<file path="config.mk">
export PLATFORM = sky130hd
export DESIGN_NAME = swm_cell
export DESIGN_NICKNAME = d
export VERILOG_FILES = /design/src/swm_pkg.sv /design/src/swm_cell.sv
export SDC_FILE = /design/constraint.sdc
export NUM_CORES = 1
export LEC_CHECK = 0
export BUFFER_PORTS_ARGS = -buffer_cell sky130_fd_sc_hd__buf_2
export CELL_PAD_IN_SITES_DETAIL_PLACEMENT = 0
export CELL_PAD_IN_SITES_GLOBAL_PLACEMENT = 2
export CORE_ASPECT_RATIO = 1.1
export CORE_MARGIN = 2
export CORE_UTILIZATION = 28
export DETAILED_ROUTE_END_ITERATION = 8
export GPL_TIMING_DRIVEN = 1
export PLACE_DENSITY_LB_ADDON = 0.05
export SLEW_MARGIN = 25
export SYNTH_ARGS = -nofsm -noshare
export SYNTH_HDL_FRONTEND = slang
export SYNTH_SLANG_ARGS = --single-unit
</file>
<file path="constraint.sdc">
create_clock -name clock -period 9.22 [get_ports clock]
set_input_delay 0.922 -clock clock [delete_from_list [all_inputs] [get_ports clock]]
set_output_delay 0.922 -clock clock [all_outputs]
set_load 0.05 [all_outputs]
</file>
<file path="src/swm_pkg.sv">
// Shared types and constants of the sliding window median core.
// No dependencies; every other file of the block refers to it by scoped names.
package swm_pkg;

   localparam int VALUE_W        = 24;
   localparam int ORDER_W        = 6;
   localparam int DEF_MAX_WINDOW = 64;
   localparam int DEF_COUNT_W    = $clog2(DEF_MAX_WINDOW + 1);

   localparam logic [ORDER_W-1:0] ORDER_RESET = 6'd4;

   typedef logic signed [VALUE_W-1:0] value_type;

   // What one cell shows its neighbors: its sample and whether a new
   // sample would sort in front of it.
   typedef struct packed {
      logic      occ;
      logic      ok;
      logic      gt;
      value_type value;
   } link_type;

   // Boundary links: nothing to the left sorts after the new sample,
   // the empty slot past the right end always sorts after it.
   localparam link_type LINK_EDGE_LO = '{occ: 1'b0, ok: 1'b0, gt: 1'b0, value: '0};
   localparam link_type LINK_EDGE_HI = '{occ: 1'b0, ok: 1'b0, gt: 1'b1, value: '0};

endpackage

</file>
<file path="src/swm_cell.sv">
// One slot of the sorted sample chain: value, valid flag and age.
// Depends on swm_pkg for the link type.
module swm_cell #(
   parameter int AGE_W = 6
) (
   input  logic                clock,
   input  logic                reset,
   input  logic                clear,
   input  logic                accept,
   input  logic                x_ok,
   input  swm_pkg::value_type  x_value,
   input  logic [AGE_W-1:0]    last_age,
   input  swm_pkg::link_type   left_link,
   input  logic [AGE_W-1:0]    left_age,
   input  logic                left_dle,
   input  swm_pkg::link_type   right_link,
   input  logic [AGE_W-1:0]    right_age,
   input  logic                own_dle,
   output swm_pkg::link_type   own_link,
   output logic [AGE_W-1:0]    own_age,
   output logic                del
);

   logic               occ_ff, occ_in;
   logic               ok_ff, ok_in;
   swm_pkg::value_type value_ff, value_in;
   logic [AGE_W-1:0]   age_ff, age_in;

   swm_pkg::link_type  cur, prv;
   logic [AGE_W-1:0]   cur_age, prv_age;
   logic               gt_own;

   always_comb begin
      if (!occ_ff) begin
         gt_own = 1'b1;
      end else if (!x_ok) begin
         gt_own = 1'b0;
      end else if (!ok_ff) begin
         gt_own = 1'b1;
      end else begin
         gt_own = (x_value < value_ff);
      end

      own_link = '{occ: occ_ff, ok: ok_ff, gt: gt_own, value: value_ff};
      own_age  = age_ff;
      del      = occ_ff && (age_ff == last_age);

      // close the gap of the evicted slot first
      cur     = own_dle  ? right_link : own_link;
      cur_age = own_dle  ? right_age  : age_ff;
      prv     = left_dle ? own_link   : left_link;
      prv_age = left_dle ? age_ff     : left_age;

      occ_in   = occ_ff;
      ok_in    = ok_ff;
      value_in = value_ff;
      age_in   = age_ff;
      if (clear) begin
         occ_in = 1'b0;
      end else if (accept) begin
         if (cur.gt && !prv.gt) begin
            occ_in   = 1'b1;
            ok_in    = x_ok;
            value_in = x_value;
            age_in   = '0;
         end else if (cur.gt) begin
            occ_in   = prv.occ;
            ok_in    = prv.ok;
            value_in = prv.value;
            age_in   = prv_age + AGE_W'(1);
         end else begin
            occ_in   = cur.occ;
            ok_in    = cur.ok;
            value_in = cur.value;
            age_in   = cur_age + AGE_W'(1);
         end
      end
   end

   always_ff @(posedge clock) begin
      if (reset) begin
         occ_ff <= 1'b0;
      end else begin
         occ_ff <= occ_in;
      end
      ok_ff    <= ok_in;
      value_ff <= value_in;
      age_ff   <= age_in;
   end

endmodule

</file>
Yosys cells after proc, flatten, opt, wreduce, memory -nomap -nowiden. Cells that the tools add are included.

Bits in registers: 32. Bits of input ports: 103. Output and inout bits: 34. Memories: 0. ROM bits: 0. RAM bits: 0. Logic and storage cells: 32. Bits in latches: 0.

Equality and inequality tests: 2. Bitwise logic cells: 1. Shift-type cells: 0. Multiply operators: 0. Multiplexer cells: 14. Reductions and logical operators: 8. $lt $le $gt $ge: 1. Divide/modulo/power cells: 0. Add/subtract/negate cells: 2.

Operators with widths (count): $mux W27 (2); $mux W24 (2); $lt A24 B24 Y1 (1); $mux W6 (3); $add A6 B1 Y6 const B (2); $mux W1 (7); $eq A6 B6 Y1 (1); $reduce_and A4 Y1 (1); $ne A3 B2 Y1 const B (1); $reduce_and A3 Y1 (1); $reduce_bool A3 Y1 (1); $logic_and A1 B1 Y1 (2); $reduce_and A2 Y1 (1); $reduce_or A2 Y1 (1); $logic_not A1 Y1 (1); $not A1 Y1 (1).

Depth between registers and ports, before layout.
Depth after elaboration: 9. Depth in mapped cells: 14. Depth with buffers taken out: 14.

Least setup slack after synthesis. OpenSTA, ideal clock, no wires.

Kind: input to register. Start: input port x_value[1]. End: register ok_ff (enable). Setup time: 407 ps. Path buffers: 0. Arrival time: 3688 ps. Slack: 5125 ps. Stages on the path: 10. Data required time: 8813 ps. Cell sequence: ha_1 -> a2111oi_4 -> o21a_1 -> o21ai_2 -> a41oi_4 -> and2_1 -> inv_1 -> a21oi_1 -> o21ai_0 -> nor2_1.

Word-level cells in the longest chain between the ends: 9. Elaborated cells on any way between the ends: 11. Classes of those cells: 1 x order compare; 1 x eq/ne; 5 x mux; 4 x reduce/logical.

Ends and longest elaborated chain: start: declaration (line swm_cell.sv:11) `input swm_pkg::value_type x_value,`; $lt A24 B24 Y1 * (line swm_cell.sv:41) `gt_own = (x_value < value_ff);`; $mux W1 * (line swm_cell.sv:38) `end else if (!ok_ff) begin`; $mux W1 * (line swm_cell.sv:36) `end else if (!x_ok) begin`; $mux W1 * (line swm_cell.sv:34) `if (!occ_ff) begin`; via gt_own (line swm_cell.sv:31) `logic gt_own;`; $mux W27 (line swm_cell.sv:51) `prv = left_dle ? own_link : left_link;`; $logic_not A1 Y1 (line swm_cell.sv:61) `if (cur.gt && !prv.gt) begin`; $logic_and A1 B1 Y1 (line swm_cell.sv:61); $ne A3 B2 Y1 (no source line) or $reduce_bool A3 Y1 (tied branches); $reduce_and A4 Y1 (no source line) *; end signal: assignment (line swm_cell.sv:86) `ok_ff <= ok_in;`; end: declaration (line swm_cell.sv:25) `logic ok_ff, ok_in;`.

The timed path passes the listed nets; every way through them passes the cells marked *. The select of a mux whose other input is x is not followed. A chain may end at the register's enable or synchronous reset.

==> metrics.yaml <==
floorplan:
  row_count: 37
  die_x_um: 98.34
  initial_core_util: 0.2903
  die_h_um: 107.8
  ios: 137
  core-area_um2: 9444
  design.die.area_um2: 10600
clock_tree:
  ctsResizeCount: 0
  postCtsSetupBuffers: 0
  cts_sinks: 32
  cts_tree: "done"
  htree_levels: 2
  clock_latency_ns: 0.28
  cts-root-buf: "clkbuf_8"
  numCtsBuffers: 5
  clockBufferDepth: 2
  cts_hold_buf: 0
  clk_pin_slew_ns: 0.06
timing:
  skew_ns: 0.008308
  min_period_ns: 3.906
  tightest_slew_ns: 0.9372
  fin_crit_sh: 0.4236
  report.final.setup_viol: 0
  rsz0062_at_grt: "no"
  slew_headroom: 0.3752
  setup_ws_ns: 5.314
  hold_viol_final: 0
  slew_violations: 0
  fin_setup_tns_ns: 0
  fmax_mhz: 256.0
drt:
  drt_wl_total_mm: 8.471
  drtIter0Drc: 58
  vias: 2698
  antenna_violating_nets_post_route: 0
  wl_per_cell_um: 15.37
  drc: 0
  vias_per_cell: 4.897
  drtPass1Iterations: 4
final_layout:
  diodes: 0
  nNetsFinal: 561
  fillCellCount: 1027
  final_common_cell: "buf_2"
  mostFrequentLayoutCells: "buf_2 (136), a21oi_1 (44), nor2_1 (39)"
  finish.instance_area_um2: 3581
  area_growth_pct: 30.63
  fin_cells: 551
  drive_gt1_frac: 0.3710
yosys:
  synthDistinctLibCells: 56
  netlist_instances: 303
  synth-seq-cells: 32
  syn_nets: 430
  ys_seq_area_frac: 0.3469
  yosys_most_used_dff: "edfxtp_1"
  avgSynthCellArea_um2: 9.047
  async_flop_share: 0
  synth_edf_count: 31
  yosysWarnings: 0
  synth_area_um2: 2741
global_routing:
  grt-ovfl-total: 0
  track_usage: 0.1581
  antenna_found_initial: 0
  grt_pass1_vias: 2797
  grt_pass1_wl_mm: 13.41
  grt_max_degree: 57
pwr:
  total_leakage_power_nw: 1.676
  irDropWorstVdd_v: 0.00005719
  cellPowerDensity_nw_per_um2: 121.3
run_status:
  status: "complete, no violations"
place:
  finalWeightedCongestion: 0.8659
  hpwlAfterDp_mm: 6.736
  dp_cells: 544
  place_area_um2: 3505
  numPortBuffers: 136
  dpl_worst_slack_ns: 4.960
critical_path:
  cp-end-kind: "output port"
  required_ns: 8.30
  critPathKind: "primary input to output port"
  start_kind: "primary input"
  cp_data_arrival_time_ns: 2.98
  critical_path_peak_fanout: 9
worst_hold_path:
  hp-class: "flip-flop to flip-flop"
flow_run:
  cap_violations: 0
-- layout make-up --
class | count | area (µm²) | area share
multi-input combinational | 222 | 1577 | 0.4403
sequential | 32 | 950.9 | 0.2655
timing repair buffer | 139 | 703.2 | 0.1964
tap | 117 | 146.4 | 0.04088
inverter | 34 | 127.6 | 0.03564
clock buffer | 5 | 68.82 | 0.01922
clock inverter | 2 | 7.507 | 0.002096
-- layer usage --
layer	GRT usage	vias up	wire [µm]
met4	0.04207	0	80
met3	0.03182	9	418
met2	0.2954	80	4423
li1	-	1384	-
met1	0.1826	1225	3548
met5	0	-	0
-- Yosys cell counts, drive strengths merged (3+ instances only) --
| master | count | share of area |
|---|---|---|
| a21o | 4 | 0.011 |
| a21oi | 44 | 0.080 |
| a22oi | 25 | 0.068 |
| buf | 9 | 0.027 |
| clkbuf | 6 | 0.0082 |
| edfxtp | 31 | 0.34 |
| ha | 24 | 0.11 |
| inv | 33 | 0.045 |
| mux2i | 5 | 0.018 |
| nand2 | 9 | 0.012 |
| nand2b | 4 | 0.012 |
| nand4 | 4 | 0.0091 |
| nor2 | 41 | 0.056 |
| nor4 | 4 | 0.011 |
| o21a | 4 | 0.011 |
| o21ai | 10 | 0.022 |
| o22ai | 3 | 0.0068 |
| xnor2 | 4 | 0.013 |
| xor2 | 3 | 0.0096 |
-- cells by family after synthesis --
| logic type | count (synthesis) | share of synthesized area |
|---|---|---|
| multiplexers | 5 | 0.01826 |
| AND/OR/NAND/NOR | 72 | 0.1287 |
| adder cells (fa/ha/maj) | 24 | 0.1095 |
| flip-flops | 32 | 0.3469 |
| buffers and inverters | 49 | 0.08170 |
| XOR/XNOR | 7 | 0.02236 |
| AO/OA/AOI/OAI | 114 | 0.2926 |
-- worst max-delay path, cell delays in order --
cell	delay [ns]
buf_2	0.11
ha_1	0.35
nand4_1	0.17
nor4_2	0.35
a21oi_1	0.12
o21ai_2	0.19
nand3_2	0.20
and2_1	0.21
inv_1	0.07
buf_2	0.27
-- stage by stage --
step	power (mW)	util	hold slack (ns)
final	0.4342	0.3792	0.7093
after global routing	0.4630	0.3792	0.7297
after CTS	0.4432	0.3792	0.6985
after detailed placement	0.3362	0.3711	0.6942
after global placement	0.3362	0.3711	0.7167
after floorplan	0.2846	-	0.6157
-- final timing paths --
kind,cells past startpoint,start,slack (ns),endpoint
hold / removal,3,occ_ff$_SDFFE_PP0P_,0.71,occ_ff$_SDFFE_PP0P_
setup reg to reg,11,value_ff[23]$_DFFE_PP_,5.68,own_age[5]$_SDFFCE_PP0P_
setup / recovery,10,x_value[23],5.31,own_link[24]
hold reg to reg,3,occ_ff$_SDFFE_PP0P_,0.71,occ_ff$_SDFFE_PP0P_
-- power by group --
group	leakage [nW]	switching [mW]	internal [mW]
Combinational	1.34	0.0939	0.0580
Clock	0.0391	0.0540	0.0499
Sequential	0.298	0.00600	0.172
-- registers in the layout, summed over array words and instances, names as in the netlist --
register	flops
occ_ff	1
ok_ff	1
own_age	6
value_ff	24
Note: power is estimated with default switching activity, not from simulation.
